===== src/hw/rtl/ppvd_pkg.sv =====
// ----------------------------------------------------------------------------
// ppvd_pkg: shared definitions of the punch peak/valley detector
// Types, codes and reset values for the files of the block.
// ----------------------------------------------------------------------------
package ppvd_pkg;

  localparam int WINDOW_LEN_DEFAULT  = 99;
  localparam int SAMPLE_BITS_DEFAULT = 24;

  localparam int CfgDataBits   = 23;
  localparam int CfgLevelBits  = 23;
  localparam int CfgTickBits   = 16;
  localparam int TimeBits      = 32;

  localparam logic [CfgLevelBits-1:0] PeakThresholdReset = 23'd100;
  localparam logic [CfgLevelBits-1:0] ValleyFloorReset   = 23'd10;
  localparam logic [CfgTickBits-1:0]  HoldoffReset       = 16'd260;
  localparam logic [CfgTickBits-1:0]  ValleyMarginReset  = 16'd50;

  localparam int LastPeakReset = 200;
  localparam int SwingDivisor  = 10;

  typedef enum logic [1:0] {
    CFG_PEAK_THRESHOLD = 2'd0,
    CFG_VALLEY_FLOOR   = 2'd1,
    CFG_HOLDOFF_TICKS  = 2'd2,
    CFG_VALLEY_MARGIN  = 2'd3
  } cfg_idx_e;

  typedef enum logic [1:0] {
    PH_START_PEAK  = 2'd0,
    PH_DETECT_PEAK = 2'd1,
    PH_START_MIN   = 2'd2,
    PH_DETECT_MIN  = 2'd3
  } phase_e;

  typedef enum logic [2:0] {
    ST_IDLE,
    ST_LOAD,
    ST_DIV,
    ST_DECIDE,
    ST_TENTH_GO,
    ST_TENTH
  } ctl_state_e;

  typedef struct packed {
    logic [CfgLevelBits-1:0] peak_threshold;
    logic [CfgLevelBits-1:0] valley_floor;
    logic [CfgTickBits-1:0]  holdoff_ticks;
    logic [CfgTickBits-1:0]  valley_margin;
  } cfg_t;

  typedef struct packed {
    logic peak;
    logic valley;
  } det_flags_t;

endpackage


===== src/hw/rtl/ppvd_window_ram.sv =====
// ----------------------------------------------------------------------------
// ppvd_window_ram: sample window store
// One write port and two registered read ports, read-before-write.
// ----------------------------------------------------------------------------
module ppvd_window_ram
  import ppvd_pkg::*;
#(
  parameter int Depth     = WINDOW_LEN_DEFAULT,
  parameter int DataBits  = SAMPLE_BITS_DEFAULT,
  parameter int AddrBits  = $clog2(WINDOW_LEN_DEFAULT)
) (
  input  logic                clk_i,
  input  logic                en_i,
  input  logic [AddrBits-1:0] waddr_i,
  input  logic [DataBits-1:0] wdata_i,
  input  logic [AddrBits-1:0] raddr0_i,
  input  logic [AddrBits-1:0] raddr1_i,
  output logic [DataBits-1:0] rdata0_o,
  output logic [DataBits-1:0] rdata1_o
);

  logic [DataBits-1:0] mem [Depth];
  logic [DataBits-1:0] rdata0_q, rdata1_q;

  // Both reads see the contents from before this cycle's write.
  always_ff @(posedge clk_i) begin
    if (en_i) begin
      rdata0_q      <= mem[raddr0_i];
      rdata1_q      <= mem[raddr1_i];
      mem[waddr_i]  <= wdata_i;
    end
  end

  assign rdata0_o = rdata0_q;
  assign rdata1_o = rdata1_q;

endmodule


===== config.mk =====
export PLATFORM = sky130hd
export DESIGN_NAME = ppvd_window_ram
export DESIGN_NICKNAME = d
export VERILOG_FILES = /design/src/hw/rtl/ppvd_pkg.sv /design/src/hw/rtl/ppvd_window_ram.sv
export SDC_FILE = /design/constraint.sdc
export NUM_CORES = 2
export LEC_CHECK = 0
export BUFFER_PORTS_ARGS = -buffer_cell sky130_fd_sc_hd__buf_2
export CORE_UTILIZATION = 46
export DETAILED_ROUTE_END_ITERATION = 16
export SLEW_MARGIN = 20
export SYNTH_ARGS = -nofsm -noshare
export SYNTH_HDL_FRONTEND = slang
export SYNTH_SLANG_ARGS = --single-unit

===== constraint.sdc =====
create_clock -name clk_i -period 3.94 [get_ports clk_i]
set_input_delay 0.394 -clock clk_i [delete_from_list [all_inputs] [get_ports clk_i]]
set_output_delay 0.394 -clock clk_i [all_outputs]
set_load 0.01 [all_outputs]

==> results.toml <==
[clock_network]
h-tree-depth = 5
clk_path_buf_depth = 4
cts_resized = 0
clk_pin_slew_ns = 0.06
clock_latency_ns = 0.95
cts_made_buffers = 282
post_cts_buffers = 0
clock_sinks = 2424
cts_tree = "done"
root_buffer = "clkbuf_16"
cts-hold-fix-buffers = 4

[synth]
synth_area_um2 = 111000
synth_common_cells = "edfxtp_1 (2424), mux4_2 (1126), mux2i_1 (375)"
synth-compound-area-share_pct = 3.57
synth_nets = 5601
synth.ff_latch_count = 2424
avgSynthCellArea_um2 = 20.0
ys_seq_area_share_pct = 65.6
ys_top_cells_by_area = "edfxtp_1 (66%), mux4_2 (23%), mux2i_1 (3.4%)"
synth.area.mux_share_pct = 26.7
synth.most_common_cell = "edfxtp_1"
synth_edf_count = 2424
synth_xor_area_share_pct = 0
async_flop_share_pct = 0
ys_warn_count = 0
synthAdderAreaFrac_pct = 0
yosysTopAreaCell = "edfxtp_1"
ys_types = 46
synthSimpleGateAreaFrac_pct = 2.31
ys.flop_type = "edfxtp_1"
post-synth-top-area-fraction_pct = 65.6
synth_top_family_by_area = "multiplexers"
syn_inst = 5554

[setup_path]
r2r_setup_slack_ns = 1.11
critical_path_arrival_ns = 3.59
cp_cell_sequence = "buf_8 -> buf_12 -> buf_12 -> buf_12 -> mux4_2 -> a221oi_1 -> o21ai_0 -> a21oi_1 -> a21oi_1"
cpMostUsedCell = "buf_12"
reg2regPathDepth = 5
path_max_fanout = 35
cp_slowest_cell = "a21oi_1"
startpoint = "raddr0_i[2]"
cp_data_required_time_ns = 4.60
worstSetupPathType = "primary input to flip-flop"
r2r_start = "mem[4][20]$_DFFE_PP_"
end_kind = "flip-flop"
max_stage_delay_ns = 0.80
r2r-end = "rdata0_o[20]$_DFFE_PP_"
worstSetupStartpointType = "primary input"

[worst_hold_path]
hold_path.class = "primary input to flip-flop"
min_to = "mem[45][13]$_DFFE_PP_"
min_path_cells = 1
worstHoldStart = "wdata_i[13]"

[placed_design]
globalplace.congestion = 0.916
place.port_buffers = 94
post-place-ws_ns = -0.00780
hpwl_um = 241000

[floorplanning]
start_util_pct = 46.5
rows = 179
die_area_um2 = 243000
fp.dieH_um = 493
chipWidth_um = 493
core_um2 = 239000
io_pins = 95

[global_routing]
grt_pass1_wl_um = 517000
antenna_found_initial = 33
grt_use_total_pct = 30.9
grt_max_degree = 100
grt_overflow = 0
grt_pass1_vias = 63800

[run_status]
violations = "hold timing"
status = "complete, but fails checks"

[drt]
ant_nets = 0
avgRoutedWirePerCell_um = 40.1
wirelength_um = 375000
dr.pass1.iters = 6
viasPerCell = 6.90
via_count = 64600
drt_iter0_markers = 9372
drc = 0

[final_layout]
layout-drive-gt1-share_pct = 36.3
seq_area_um2 = 72800
syn2layout_area_growth_pct = 14.5
multiInputGateArea_um2 = 36600
n_fill_cell = 18700
fin_nets = 6031

[power]
power.total_mw = 58.3
power.density_nw_per_um2 = 459
power_leakage_nw = 40.4
irDropWorstVdd_v = 0.000345

[timing]
finClkSkew_ns = 0.0416
min_period_ns = 2.94
hold_viol = 7
rsz0062_at_grt = "no"
worst_slew_pin_slew_ns = 1.22
setup_viol = 0
drv_slew = 0
setup_ws_ns = 1.00
fin_setup_tns_ns = 0
post-route-period-util_pct = 74.5
relSlewSlack_pct = 17.7
fmax_mhz = 341
worst_hold_slack_ns = -0.00555

[run]
cap_violations = 0
-- per-layer routing --
metal	up-vias	share of wire, %	global-route usage, %
met3	676	11	6.48
met5	-	0.037	0
met2	4004	46	47.1
li1	25000	-	-
met4	20	5.3	14.8
met1	34900	38	42.6
-- power by group --
| part | internal (mW) | leakage (nW) | switching (mW) | total (mW) |
|---|---|---|---|---|
| Sequential | 28.6 | 21.8 | 0.130 | 28.7 |
| Clock | 14.4 | 4.13 | 10.2 | 24.7 |
| Combinational | 1.88 | 14.4 | 3.08 | 4.96 |
| Total | 44.9 | 40.4 | 13.4 | 58.3 |
-- state kept, by name (all words and copies together), names as in the netlist --
register  count
rdata1_o     24
mem        2376
rdata0_o     24
-- cells in the final DEF (no fill, tap or decap), types with 6 or more instances in the layout --
cell and count:
clkbuf_16 284, inv_6 9, a211oi_1 34, or3b_2 8, nand3b_1 8, buf_2 60, a41oi_1 6, nor4_1 6
nand2b_1 19, a22oi_1 147, clkinv_1 58, o22ai_1 102, a221oi_1 18, mux2i_1 375, clkinvlp_4 7, mux4_2 1126
a41o_1 6, nor2_1 41, buf_12 61, a21oi_1 104, edfxtp_1 2424, nor2_2 60, clkbuf_1 51, buf_4 447
clkinv_2 38, a31oi_1 14, o2111ai_1 24, nor2_4 40, nand3_1 119, o21ai_0 90, o211ai_1 38, bufinv_16 20
or4b_1 6, nand2_1 182, nor2b_1 13, mux2_2 43, and2_1 6, diode_2 15, buf_6 8
-- critical path: cells and delay by family --
family,cells,cell delay (ns)
buffers and inverters,4,1.10
muxes,1,0.34
AOI/OAI and AO/OA,4,1.68
-- logic make-up after synthesis --
family	after synthesis
AND/OR/NAND/NOR	548
AO/OA/AOI/OAI	598
multiplexers	1544
buffers and inverters	440
flip-flops	2424
-- how the worst max path moves through the flow --
stage	to	depth (start not counted)
detailed placement	rdata0_o[20]$_DFFE_PP_	9
finish	rdata0_o[20]$_DFFE_PP_	9
CTS	rdata0_o[20]$_DFFE_PP_	9
global placement	rdata0_o[20]$_DFFE_PP_	9
global route	rdata0_o[20]$_DFFE_PP_	9
floorplan	mem[40][0]$_DFFE_PP_	3
-- area by class of cell --
| class | instances | area share [%] |
|---|---|---|
| multi-input combinational | 2690 | 28.9 |
| inverter | 1 | 0.00493 |
| sequential | 2424 | 57.3 |
| clock inverter | 133 | 0.911 |
| tap | 3167 | 3.12 |
| clock buffer | 335 | 5.75 |
| antenna | 15 | 0.0296 |
| timing repair buffer | 585 | 4.00 |
-- through the flow --
stage | util, % | instance area, um^2 | instances
floorplan | - | 111000 | 5554
detailed placement | 49.6 | 118000 | 8863
CTS | 53.2 | 127000 | 9335
global route | 53.2 | 127000 | 9346
finish | 53.2 | 127000 | 9350
global placement | 49.6 | 118000 | 8863
(Power assumes the default switching activity.)
