`config.mk`:
```
export PLATFORM = sky130hd
export DESIGN_NAME = ppvd_divider
export DESIGN_NICKNAME = d
export VERILOG_FILES = /design/src/hw/rtl/ppvd_pkg.sv /design/src/hw/rtl/ppvd_divider.sv
export SDC_FILE = /design/constraint.sdc
export NUM_CORES = 1
export LEC_CHECK = 0
export BUFFER_PORTS_ARGS = -buffer_cell sky130_fd_sc_hd__buf_2
export CAP_MARGIN = 20
export CORE_MARGIN = 2
export CORE_UTILIZATION = 50
export DETAILED_ROUTE_END_ITERATION = 16
export PLACE_DENSITY = 0.82
export RECOVER_POWER = 50
export SLEW_MARGIN = 20
export SYNTH_ARGS = -nofsm -noshare
export SYNTH_HDL_FRONTEND = slang
export SYNTH_SLANG_ARGS = --single-unit
```
`constraint.sdc`:
```
create_clock -name clk_i -period 2.7 [get_ports clk_i]
set_input_delay 0.81 -clock clk_i [delete_from_list [all_inputs] [get_ports clk_i]]
set_output_delay 0.81 -clock clk_i [all_outputs]
set_load 0.02 [all_outputs]
```
`src/hw/rtl/ppvd_pkg.sv`:
```
// ----------------------------------------------------------------------------
// ppvd_pkg: shared definitions of the punch peak/valley detector
// Types, codes and reset values for the files of the block.
// ----------------------------------------------------------------------------
package ppvd_pkg;

  localparam int WINDOW_LEN_DEFAULT  = 99;
  localparam int SAMPLE_BITS_DEFAULT = 24;

  localparam int CfgDataBits   = 23;
  localparam int CfgLevelBits  = 23;
  localparam int CfgTickBits   = 16;
  localparam int TimeBits      = 32;

  localparam logic [CfgLevelBits-1:0] PeakThresholdReset = 23'd100;
  localparam logic [CfgLevelBits-1:0] ValleyFloorReset   = 23'd10;
  localparam logic [CfgTickBits-1:0]  HoldoffReset       = 16'd260;
  localparam logic [CfgTickBits-1:0]  ValleyMarginReset  = 16'd50;

  localparam int LastPeakReset = 200;
  localparam int SwingDivisor  = 10;

  typedef enum logic [1:0] {
    CFG_PEAK_THRESHOLD = 2'd0,
    CFG_VALLEY_FLOOR   = 2'd1,
    CFG_HOLDOFF_TICKS  = 2'd2,
    CFG_VALLEY_MARGIN  = 2'd3
  } cfg_idx_e;

  typedef enum logic [1:0] {
    PH_START_PEAK  = 2'd0,
    PH_DETECT_PEAK = 2'd1,
    PH_START_MIN   = 2'd2,
    PH_DETECT_MIN  = 2'd3
  } phase_e;

  typedef enum logic [2:0] {
    ST_IDLE,
    ST_LOAD,
    ST_DIV,
    ST_DECIDE,
    ST_TENTH_GO,
    ST_TENTH
  } ctl_state_e;

  typedef struct packed {
    logic [CfgLevelBits-1:0] peak_threshold;
    logic [CfgLevelBits-1:0] valley_floor;
    logic [CfgTickBits-1:0]  holdoff_ticks;
    logic [CfgTickBits-1:0]  valley_margin;
  } cfg_t;

  typedef struct packed {
    logic peak;
    logic valley;
  } det_flags_t;

endpackage

```
`src/hw/rtl/ppvd_divider.sv`:
```
// ----------------------------------------------------------------------------
// ppvd_divider: bit-serial unsigned divider
// Restoring division, one quotient bit per cycle through a shift register.
// ----------------------------------------------------------------------------
module ppvd_divider
  import ppvd_pkg::*;
#(
  parameter int DividendBits = 31,
  parameter int DivisorBits  = 7
) (
  input  logic                    clk_i,
  input  logic                    rst_ni,
  input  logic                    start_i,
  input  logic [DividendBits-1:0] dividend_i,
  input  logic [DivisorBits-1:0]  divisor_i,
  output logic                    busy_o,
  output logic                    done_o,
  output logic [DividendBits-1:0] quotient_o
);

  localparam int CntBits = $clog2(DividendBits + 1);

  logic                    busy_q, busy_d, done_q, done_d;
  logic [CntBits-1:0]      cnt_q, cnt_d;
  logic [DividendBits-1:0] quo_q, quo_d;
  logic [DivisorBits-1:0]  rem_q, rem_d, dvs_q, dvs_d;
  logic [DivisorBits:0]    rem_sh;
  logic                    ge;

  always_comb begin
    rem_sh = {rem_q, quo_q[DividendBits-1]};
    ge     = rem_sh >= {1'b0, dvs_q};
    busy_d = busy_q;
    done_d = 1'b0;
    cnt_d  = cnt_q;
    quo_d  = quo_q;
    rem_d  = rem_q;
    dvs_d  = dvs_q;
    if (start_i) begin
      busy_d = 1'b1;
      cnt_d  = CntBits'(DividendBits);
      quo_d  = dividend_i;
      rem_d  = '0;
      dvs_d  = divisor_i;
    end else if (busy_q) begin
      quo_d = {quo_q[DividendBits-2:0], ge};
      rem_d = ge ? DivisorBits'(rem_sh - {1'b0, dvs_q}) : rem_sh[DivisorBits-1:0];
      cnt_d = cnt_q - 1'b1;
      if (cnt_q == CntBits'(1)) begin
        busy_d = 1'b0;
        done_d = 1'b1;
      end
    end
  end

  always_ff @(posedge clk_i or negedge rst_ni) begin
    if (!rst_ni) begin
      busy_q <= 1'b0;
      done_q <= 1'b0;
      cnt_q  <= '0;
    end else begin
      busy_q <= busy_d;
      done_q <= done_d;
      cnt_q  <= cnt_d;
    end
  end

  always_ff @(posedge clk_i) begin
    quo_q <= quo_d;
    rem_q <= rem_d;
    dvs_q <= dvs_d;
  end

  assign busy_o     = busy_q;
  assign done_o     = done_q;
  assign quotient_o = quo_q;

endmodule

```
==> results.py <==
metrics = {
    "layout": {
        "syn2layout_area_growth_pct": 18.0,
        "drive_gt1_frac": 0.407,
        "diodes": 0,
        "nNetsFinal": 330,
        "nFillCells": 432,
    },
    "grt": {
        "grt-ovfl-total": 0,
        "first_global_vias": 1799,
        "grt_usage": 0.181,
        "grt_start_max_net_pins": 32,
        "grt_pass1_wl_microns": 8380,
        "antenna_found_initial": 0,
    },
    "power": {
        "p_per_area_nw_per_um2": 751,
        "peakVddDrop_v": 0.000336,
        "p_leak_nw": 1.32,
    },
    "clocking": {
        "cts_resized": 0,
        "cts_made_buffers": 5,
        "clk_pin_slew_ns": 0.10,
        "cts_root_buffer": "clkbuf_8",
        "clkLatencyLatePin_ns": 0.31,
        "cts_setup_buffers": 0,
        "hold_buffers": 0,
        "h-tree-depth": 2,
        "clock_path_buffers": 2,
        "cts.sinks": 52,
        "cts_tree": "done",
    },
    "setup_path": {
        "crit_start": "quotient_o[30]",
        "crit_slowest_cell": "fa_1",
        "cp.arrival_ns": 2.50,
        "crit_chain": "inv_1, ha_1, fa_1, nand2b_1, a211o_1, and3_1, a311oi_2",
        "timing.rr.end": "rem_q[0]",
        "regToRegStartpoint": "quotient_o[30]",
        "start_kind": "flop",
        "end_kind": "flop",
        "critPathKind": "reg2reg",
        "critical-path-max-stage-delay_ns": 0.39,
        "worst-path-max-fanout": 9,
        "critPathRequiredTime_ns": 2.94,
        "reg2regPathDepth": 7,
        "ff2ff_setup_slack_ns": 0.44,
    },
    "logic_synthesis": {
        "synth_seq_cells": 52,
        "syn_area_sq_um": 2680,
        "synth_edf_count": 38,
        "synth_area_leader_cell": "edfxtp_1",
        "yosysSeqAreaShare": 0.543,
        "ys_top_cells_by_count": "edfxtp_1, mux2_2, inv_1",
        "avgSynthCellArea_sq_um": 12.9,
        "synth_area_leaders": "edfxtp_1, mux2_2, dfrtp_1",
        "ys_warn_count": 0,
        "yosys.cell_count.top_type": "edfxtp_1",
        "ys.flop_type": "edfxtp_1",
        "synthArstFlopShare": 0.135,
        "syn_inst": 207,
        "synth_top_cell_area_share": 0.426,
        "yosysUniqueCellTypes": 48,
        "syn_nets": 258,
    },
    "sta": {
        "rsz0062_at_grt": "no",
        "setup_viol": 0,
        "whs_ns": 0.375,
        "drv_slew": 0,
        "fmax_ghz": 0.442,
        "setup_tns_ns": 0,
        "tightest_slew_ns": 0.713,
        "slew-limit-headroom": 0.525,
        "hold_viol_final": 0,
        "skew_ns": 0.0120,
        "post-route-period-util": 0.838,
        "period_needed_ns": 2.26,
    },
    "detailed_routing": {
        "detail_route.wl_per_cell_microns": 15.1,
        "routed_wirelength_microns": 5270,
        "via_per_inst": 5.26,
        "drt_iter0_drc": 79,
        "vias": 1841,
        "remaining_drc_errors": 0,
        "drt_pass1_iterations": 4,
        "antenna_left": 0,
    },
    "placed_design": {
        "dp_hpwl_microns": 3820,
        "gp_congestion": 0.840,
        "port_buffers": 73,
    },
    "die": {
        "die_y_microns": 77.2,
        "initial_core_util": 0.521,
        "fp.dieW_microns": 77.2,
        "boundaryPins": 74,
        "num_rows": 26,
        "core_sq_um": 5140,
        "die_area_sq_um": 5960,
    },
    "job": {
        "cap_violations": 0,
    },
    "status": {
        "status": "finished clean",
    },
    "min_path": {
        "worstHoldPathType": "in2async",
    },
}
-- power by group --
group          switching, mW  leakage (nW)  internal, mW  total (mW)
Combinational          0.466         0.750         0.388       0.855
Clock                  0.265        0.0445         0.184       0.450
Sequential            0.0830         0.526         0.988        1.07
-- per-stage QoR --
stage	worst slack, ns	util	instance area [sq um]	cells	total power [mW]
after global placement	0.529	0.601	3090	342	1.92
after floorplan	0.401	-	2680	207	1.76
final	0.437	0.615	3160	350	2.38
after detailed placement	0.463	0.601	3090	342	1.94
after CTS	0.446	0.618	3180	350	2.39
after global routing	0.306	0.615	3160	350	2.51
-- routing by layer --
metal  vias to the layer above  track usage  wire, microns
met3                        10       0.0447            205
met1                       878        0.229           2380
met4                         0       0.0643            112
li1                        910            -              -
met2                        43        0.301           2580
met5                         -            0              0
-- logic make-up after synthesis --
family          count (synthesis)  share of synthesized area
simple gates                   49                      0.106
compound gates                 34                      0.106
buf+inv                        25                     0.0448
flops                          52                      0.543
fa+ha+maj                      10                     0.0495
xor+xnor                        6                     0.0196
mux                            31                      0.130
-- worst max-delay path: cells and delay by family, from the launching register on --
kind	cells	cell delay [ns]
compound gates	2	0.65
fa+ha+maj	2	0.61
simple gates	2	0.49
flops	1	0.36
buf+inv	1	0.07
-- flip-flops by register name, indices dropped and copies added (netlist names) --
register / count
dvs_q: 7
cnt_q: 5
done_o: 1
busy_o: 1
quotient_o: 31
rem_q: 7
-- worst max-delay path by stage --
stage | endpoint | depth (start not counted) | slack, ns
final | rem_q[0] | 7 | 0.44
after global routing | rem_q[0] | 7 | 0.31
after CTS | rem_q[2] | 7 | 0.45
after detailed placement | rem_q[2] | 7 | 0.46
after global placement | rem_q[0] | 7 | 0.53
after floorplan | rem_q[0] | 9 | 0.40
-- cell type report --
type | instances | area (sq um) | share of cell area
clock buffer | 5 | 68.8 | 0.0218
clock inverter | 3 | 21.3 | 0.00673
inverter | 14 | 52.6 | 0.0166
multi-input combinational | 130 | 1100 | 0.349
sequential | 52 | 1460 | 0.461
tap | 70 | 87.6 | 0.0277
timing repair buffer | 76 | 372 | 0.118
-- cell usage in the layout, fill, tap and decap left out, types with 2 or more instances in the layout --
master and n:
nand2_1 8, dfrtp_1 7, buf_4 2, a41oi_1 4, nor2b_1 4, nand4_1 2
xnor2_1 5, edfxtp_1 38, nor2_1 8, clkbuf_1 11, a31oi_1 2, nor3_1 3
inv_1 14, a21o_1 2, a211oi_1 2, o21a_1 2, o21ai_0 6, buf_2 62
dfxtp_1 7, nand2b_1 7, ha_1 9, o31ai_1 2, nor3b_1 6, mux2_2 30
a311oi_2 2, o21bai_1 2, clkbuf_8 5, or2_2 3
Power figures use the tool's default switching activity.
