--- config.mk ---
export PLATFORM = sky130hd
export DESIGN_NAME = ppvd_detector
export DESIGN_NICKNAME = d
export VERILOG_FILES = /design/src/hw/rtl/ppvd_pkg.sv /design/src/hw/rtl/ppvd_detector.sv
export SDC_FILE = /design/constraint.sdc
export NUM_CORES = 1
export LEC_CHECK = 0
export ABC_CLOCK_PERIOD_IN_PS = 15850
export BUFFER_PORTS_ARGS = -buffer_cell sky130_fd_sc_hd__buf_2
export CELL_PAD_IN_SITES_DETAIL_PLACEMENT = 2
export CELL_PAD_IN_SITES_GLOBAL_PLACEMENT = 2
export CORE_AREA = 4 4 207 209
export DETAILED_ROUTE_END_ITERATION = 8
export DIE_AREA = 0 0 211 213
export PLACE_DENSITY = 0.92
export SLEW_MARGIN = 20
export SYNTH_ARGS = -nofsm -noshare
export SYNTH_HDL_FRONTEND = slang
export SYNTH_SLANG_ARGS = --single-unit
--- constraint.sdc ---
create_clock -name clk_i -period 15.85 [get_ports clk_i]
set_input_delay 0.7925 -clock clk_i [delete_from_list [all_inputs] [get_ports clk_i]]
set_output_delay 0.7925 -clock clk_i [all_outputs]
set_load 0.005 [all_outputs]
--- src/hw/rtl/ppvd_pkg.sv ---
// ----------------------------------------------------------------------------
// ppvd_pkg: shared definitions of the punch peak/valley detector
// Types, codes and reset values for the files of the block.
// ----------------------------------------------------------------------------
package ppvd_pkg;

  localparam int WINDOW_LEN_DEFAULT  = 99;
  localparam int SAMPLE_BITS_DEFAULT = 24;

  localparam int CfgDataBits   = 23;
  localparam int CfgLevelBits  = 23;
  localparam int CfgTickBits   = 16;
  localparam int TimeBits      = 32;

  localparam logic [CfgLevelBits-1:0] PeakThresholdReset = 23'd100;
  localparam logic [CfgLevelBits-1:0] ValleyFloorReset   = 23'd10;
  localparam logic [CfgTickBits-1:0]  HoldoffReset       = 16'd260;
  localparam logic [CfgTickBits-1:0]  ValleyMarginReset  = 16'd50;

  localparam int LastPeakReset = 200;
  localparam int SwingDivisor  = 10;

  typedef enum logic [1:0] {
    CFG_PEAK_THRESHOLD = 2'd0,
    CFG_VALLEY_FLOOR   = 2'd1,
    CFG_HOLDOFF_TICKS  = 2'd2,
    CFG_VALLEY_MARGIN  = 2'd3
  } cfg_idx_e;

  typedef enum logic [1:0] {
    PH_START_PEAK  = 2'd0,
    PH_DETECT_PEAK = 2'd1,
    PH_START_MIN   = 2'd2,
    PH_DETECT_MIN  = 2'd3
  } phase_e;

  typedef enum logic [2:0] {
    ST_IDLE,
    ST_LOAD,
    ST_DIV,
    ST_DECIDE,
    ST_TENTH_GO,
    ST_TENTH
  } ctl_state_e;

  typedef struct packed {
    logic [CfgLevelBits-1:0] peak_threshold;
    logic [CfgLevelBits-1:0] valley_floor;
    logic [CfgTickBits-1:0]  holdoff_ticks;
    logic [CfgTickBits-1:0]  valley_margin;
  } cfg_t;

  typedef struct packed {
    logic peak;
    logic valley;
  } det_flags_t;

endpackage

--- src/hw/rtl/ppvd_detector.sv ---
// ----------------------------------------------------------------------------
// ppvd_detector: four-phase peak/valley machine
// Compares the delayed sample with the window average and tracks extremes.
// ----------------------------------------------------------------------------
module ppvd_detector
  import ppvd_pkg::*;
#(
  parameter int SampleBits = SAMPLE_BITS_DEFAULT
) (
  input  logic                         clk_i,
  input  logic                         rst_ni,
  input  logic                         update_i,
  input  logic signed [SampleBits-1:0] z_i,
  input  logic signed [SampleBits-1:0] avg_i,
  input  logic [SampleBits:0]          tenth_i,
  input  logic [TimeBits-1:0]          ts_i,
  input  cfg_t                         cfg_i,
  output det_flags_t                   flags_o,
  output logic [SampleBits:0]          swing_o
);

  localparam int Cw = ((SampleBits > CfgLevelBits) ? SampleBits : CfgLevelBits) + 4;

  phase_e                     phase_q, phase_d;
  logic signed [SampleBits:0] last_peak_q, last_peak_d;
  logic signed [SampleBits-1:0] last_valley_q, last_valley_d;
  logic [SampleBits:0]        swing_q, swing_d;
  logic [TimeBits-1:0]        start_time_q, start_time_d;

  logic signed [Cw-1:0] zx, ax, tx, lpx, lvx, thr, flr, mrg, diff;
  logic [TimeBits-1:0]  elapsed;
  logic                 start_ok, above_peak, below_avg, valley_start;
  logic                 below_valley, valley_end;

  always_comb begin
    zx  = Cw'(z_i);
    ax  = Cw'(avg_i);
    tx  = Cw'(signed'({1'b0, tenth_i}));
    lpx = Cw'(last_peak_q);
    lvx = Cw'(last_valley_q);
    thr = Cw'(signed'({1'b0, cfg_i.peak_threshold}));
    flr = Cw'(signed'({1'b0, cfg_i.valley_floor}));
    mrg = Cw'(signed'({1'b0, cfg_i.valley_margin}));
    elapsed      = ts_i - start_time_q;
    start_ok     = (elapsed > TimeBits'(cfg_i.holdoff_ticks)) && (zx > ax + tx) && (zx > thr);
    above_peak   = zx > lpx;
    below_avg    = zx < ax;
    valley_start = zx < ax - mrg;
    below_valley = zx < lvx;
    valley_end   = !below_valley && ((zx > lvx + mrg) || (zx < flr));
    diff         = above_peak ? zx - lpx : lpx - zx;
  end

  // Next phase.
  always_comb begin
    phase_d = phase_q;
    if (update_i) begin
      unique case (phase_q)
        PH_START_PEAK:  if (start_ok) phase_d = PH_DETECT_PEAK;
        PH_DETECT_PEAK: if (!above_peak && below_avg) phase_d = PH_START_MIN;
        PH_START_MIN:   if (valley_start) phase_d = PH_DETECT_MIN;
        PH_DETECT_MIN:  if (valley_end) phase_d = PH_START_PEAK;
        default:        phase_d = PH_START_PEAK;
      endcase
    end
  end

  // Flags and tracked extremes.
  always_comb begin
    flags_o.peak   = (phase_q == PH_START_PEAK) && start_ok;
    flags_o.valley = (phase_q == PH_DETECT_MIN) && valley_end;
    last_peak_d    = last_peak_q;
    last_valley_d  = last_valley_q;
    swing_d        = swing_q;
    start_time_d   = start_time_q;
    if (update_i) begin
      unique case (phase_q)
        PH_START_PEAK: begin
          if (start_ok) begin
            start_time_d = ts_i;
            swing_d      = diff[SampleBits:0];
            last_peak_d  = (SampleBits+1)'(z_i);
          end
        end
        PH_DETECT_PEAK: if (above_peak) last_peak_d = (SampleBits+1)'(z_i);
        PH_START_MIN:   if (valley_start) last_valley_d = z_i;
        PH_DETECT_MIN:  if (below_valley) last_valley_d = z_i;
        default: ;
      endcase
    end
  end

  always_ff @(posedge clk_i or negedge rst_ni) begin
    if (!rst_ni) begin
      phase_q      <= PH_START_PEAK;
      last_peak_q  <= (SampleBits+1)'(LastPeakReset);
      last_valley_q <= '0;
      swing_q      <= '0;
      start_time_q <= '0;
    end else begin
      phase_q      <= phase_d;
      last_peak_q  <= last_peak_d;
      last_valley_q <= last_valley_d;
      swing_q      <= swing_d;
      start_time_q <= start_time_d;
    end
  end

  assign swing_o = swing_q;

endmodule

==> out/qor.csv <==
metric,value,unit
global-route wire length before repair,101000,um
Cell Pwr Density,162,nW/um2
"slowest stage delay, CP",0.47,ns
number of flops mapped to enable cells by yosys,0,
register area,2680,um2
Pre-antenna DRT Iters,5,
wire per inst,23.9,um
Post-Synthesis Cells,1941,
CORE AREA,40800,um2
worst path required time,15.06,ns
sequential fraction of the synthesis area,16.9,%
Placed Area,17400,um2
Clock Sink Count,107,
setup bufs post-CTS,0,
CTS tree,built,
GR Util met1,34.1,%
Yosys cell types,83,
Yosys top cell by area,ha_1,
Routed Wire Length,63700,um
Max-Cap Viols,0,
WHS,0.388,ns
Die Y,213,um
Worst Max-Slew Pin Slew,0.987,ns
post-layout min period,7.44,ns
Starting Density,38.9,%
Worst setup SP type,input port,
Filler cells,4657,
Critical Path AT,6.65,ns
grt met3 use,2.45,%
"Slowest-stage cell, CP",a311oi_1,
DIE WIDTH,211,um
number of global-route vias before repair,18200,
Fin. Hold Viols,0,
Critical Path End Type,output pin,
htree depth,3,
Max Buffers Root-to-Sink,2,
area fraction of the dominant cell type after synthesis,25.5,%
layout cell share with drive strength beyond 1,13.9,%
Worst R2R Setup Slack,9.53,ns
routability cong.,0.887,
setup TNS,0,ns
antenna violations before repair,1,
clock root cell,clkbuf_16,
clock latency on the worst-skew pair,0.37,ns
# IOs,213,
CTS Buf Count,9,
worst reg2reg path depth,24,
RSZ-0062 raised after global routing,false,
GRT Overall Usage,28.0,%
worst r2r dst,phase_q[1],
Ys Warns,0,
die area,44900,um2
Most Frequent Cell on Critical Path,a21oi_1,
Yosys reg bits,107,
maximum vdd drop,74.1,uV
worst hold path class,in -> async,
Final Net Count,2641,
"Area growth, synth to finish",11.5,%
count of final setup violators,0,
Synth Flop Type,dfrtp_1,
Lkg Pwr,9.11,nW
largest cells by area after synthesis,"ha_1, dfrtp_1, inv_1",
vias per inst,5.90,
Max transition margin,34.2,%
Worst Path Max Fanout,3,
row cnt,74,
met2 Use GR,51.6,%
GR peak layer,met2,
Mapped Nets,2457,
Setup CP Type,in -> out,
Final Cell Area,17700,um2
Worst Setup SP,avg_i[0],
Port Buffers,212,
top-count cell post-synth,ha_1,
Syn Area/Cell,8.19,um2
status,completed,
Initial DRC Count,675,
fraction of registers with async set/reset,100,%
synthesized area,15900,um2
Max Freq,134,MHz
multi-input logic area,12000,um2
Reg2Reg Launch Point,last_valley_q[1],
clk_skew,0.0222,ns
Post-synth top cells,"ha_1, inv_1, a21oi_1",
Hold Buf Count CTS,0,
drt drc,0,
Post-CTS Resized,0,
Final ANT Viol Nets,0,
Detail Placement HPWL,54000,um
grt ovf,0,
via count,15700,
final period utilization,47.0,%
Worst-path clk slew,0.09,ns
largest net degree at the start of global routing,74,
Pins Over Slew Limit,0,
placed cells by master, fill, tap and decap left out, types with 6 or more instances in the layout:
| cell type | count |
|---|---|
| ha_1 | 324 |
| inv_1 | 253 |
| buf_2 | 211 |
| a21oi_1 | 160 |
| o21ai_0 | 123 |
| nand2_1 | 114 |
| dfrtp_1 | 104 |
| nor2_1 | 100 |
| a21o_1 | 75 |
| xnor2_1 | 68 |
| mux2i_1 | 40 |
| nand4_1 | 36 |
| xor2_1 | 35 |
| mux2_2 | 34 |
| nor3_1 | 32 |
| nand3_1 | 31 |
| nor2b_1 | 29 |
| mux2_1 | 29 |
| o21a_1 | 28 |
| nand2b_1 | 25 |
| o21bai_1 | 21 |
| a211oi_1 | 19 |
| o211ai_1 | 16 |
| and3_1 | 15 |
| a31oi_1 | 15 |
| nor4_1 | 14 |
| a2111oi_0 | 12 |
| or3_1 | 10 |
| a211o_1 | 9 |
| clkbuf_16 | 9 |
| or2_2 | 7 |
| o31ai_1 | 7 |
| buf_4 | 7 |
| and2_1 | 6 |
| a21boi_0 | 6 |
| fa_1 | 6 |
worst max-delay path by stage:
stage	slack (ns)	depth (start not counted)	endpoint
2_1_floorplan	9.97	21	flags_o[0]
3_3_place_gp	9.04	28	start_time_q[22]
3_5_place_dp	8.33	28	start_time_q[8]
4_1_cts	8.50	26	flags_o[1]
5_1_grt	8.12	26	flags_o[1]
6_report	8.41	26	flags_o[1]
worst max-delay path, delay by kind of cell:
family | cells | cell delay [ns]
multiplexers | 1 | 0.16
buffers and inverters | 3 | 0.44
XOR/XNOR | 1 | 0.10
adder cells (fa/ha/maj) | 3 | 0.99
AND/OR/NAND/NOR | 7 | 1.42
AO/OA/AOI/OAI | 11 | 2.75
cells by family (layout without fill, tap and decap cells):
family / Yosys count / count (layout) / share of synthesized area (%)
muxes: 103 / 103 / 6.98
buffers and inverters: 298 / 487 / 7.65
and+or+nand+nor: 448 / 448 / 14.2
adders and majority gates: 330 / 330 / 26.3
DFF: 107 / 107 / 16.9
AOI/OAI and AO/OA: 552 / 552 / 22.4
xor gates and xnor gates: 103 / 103 / 5.67
other: 0 / 1 / 0
layout make-up:
type                       count  area share (%)
multi-input combinational   1536            67.8
clock inverter                 5           0.339
inverter                     253            5.36
tap                          532            3.76
clock buffer                  11            1.37
antenna                        1          0.0141
sequential                   107            15.1
timing repair buffer         218            6.26
layer usage:
layer	wire, um	vias up
met5	0	-
met4	2360	0
met3	1960	124
met2	32300	347
met1	27100	7915
li1	-	7321
per-stage QoR:
step                      power, mW  util [%]  worst slack, ns  instances
after floorplan                1.92         -             9.97       1941
after global placement         2.38      42.7             9.04       2646
after detailed placement       2.60      42.7             8.33       2646
final                          2.87      43.4             8.41       2663
after CTS                      2.87      43.4             8.50       2662
after global routing           3.14      43.4             8.12       2663
sequential cells by signal, summed over array words and instances, names as in the netlist:
signal / count
last_peak_q: 24
start_time_q: 32
last_valley_q: 24
phase_q: 2
swing_o: 25
power breakdown:
group | total (mW) | internal [mW] | switching, mW
sequential | 0.504 | 0.405 | 0.0989
combinational | 2.13 | 0.839 | 1.29
clock | 0.244 | 0.128 | 0.116
Power figures use the tool's default switching activity.
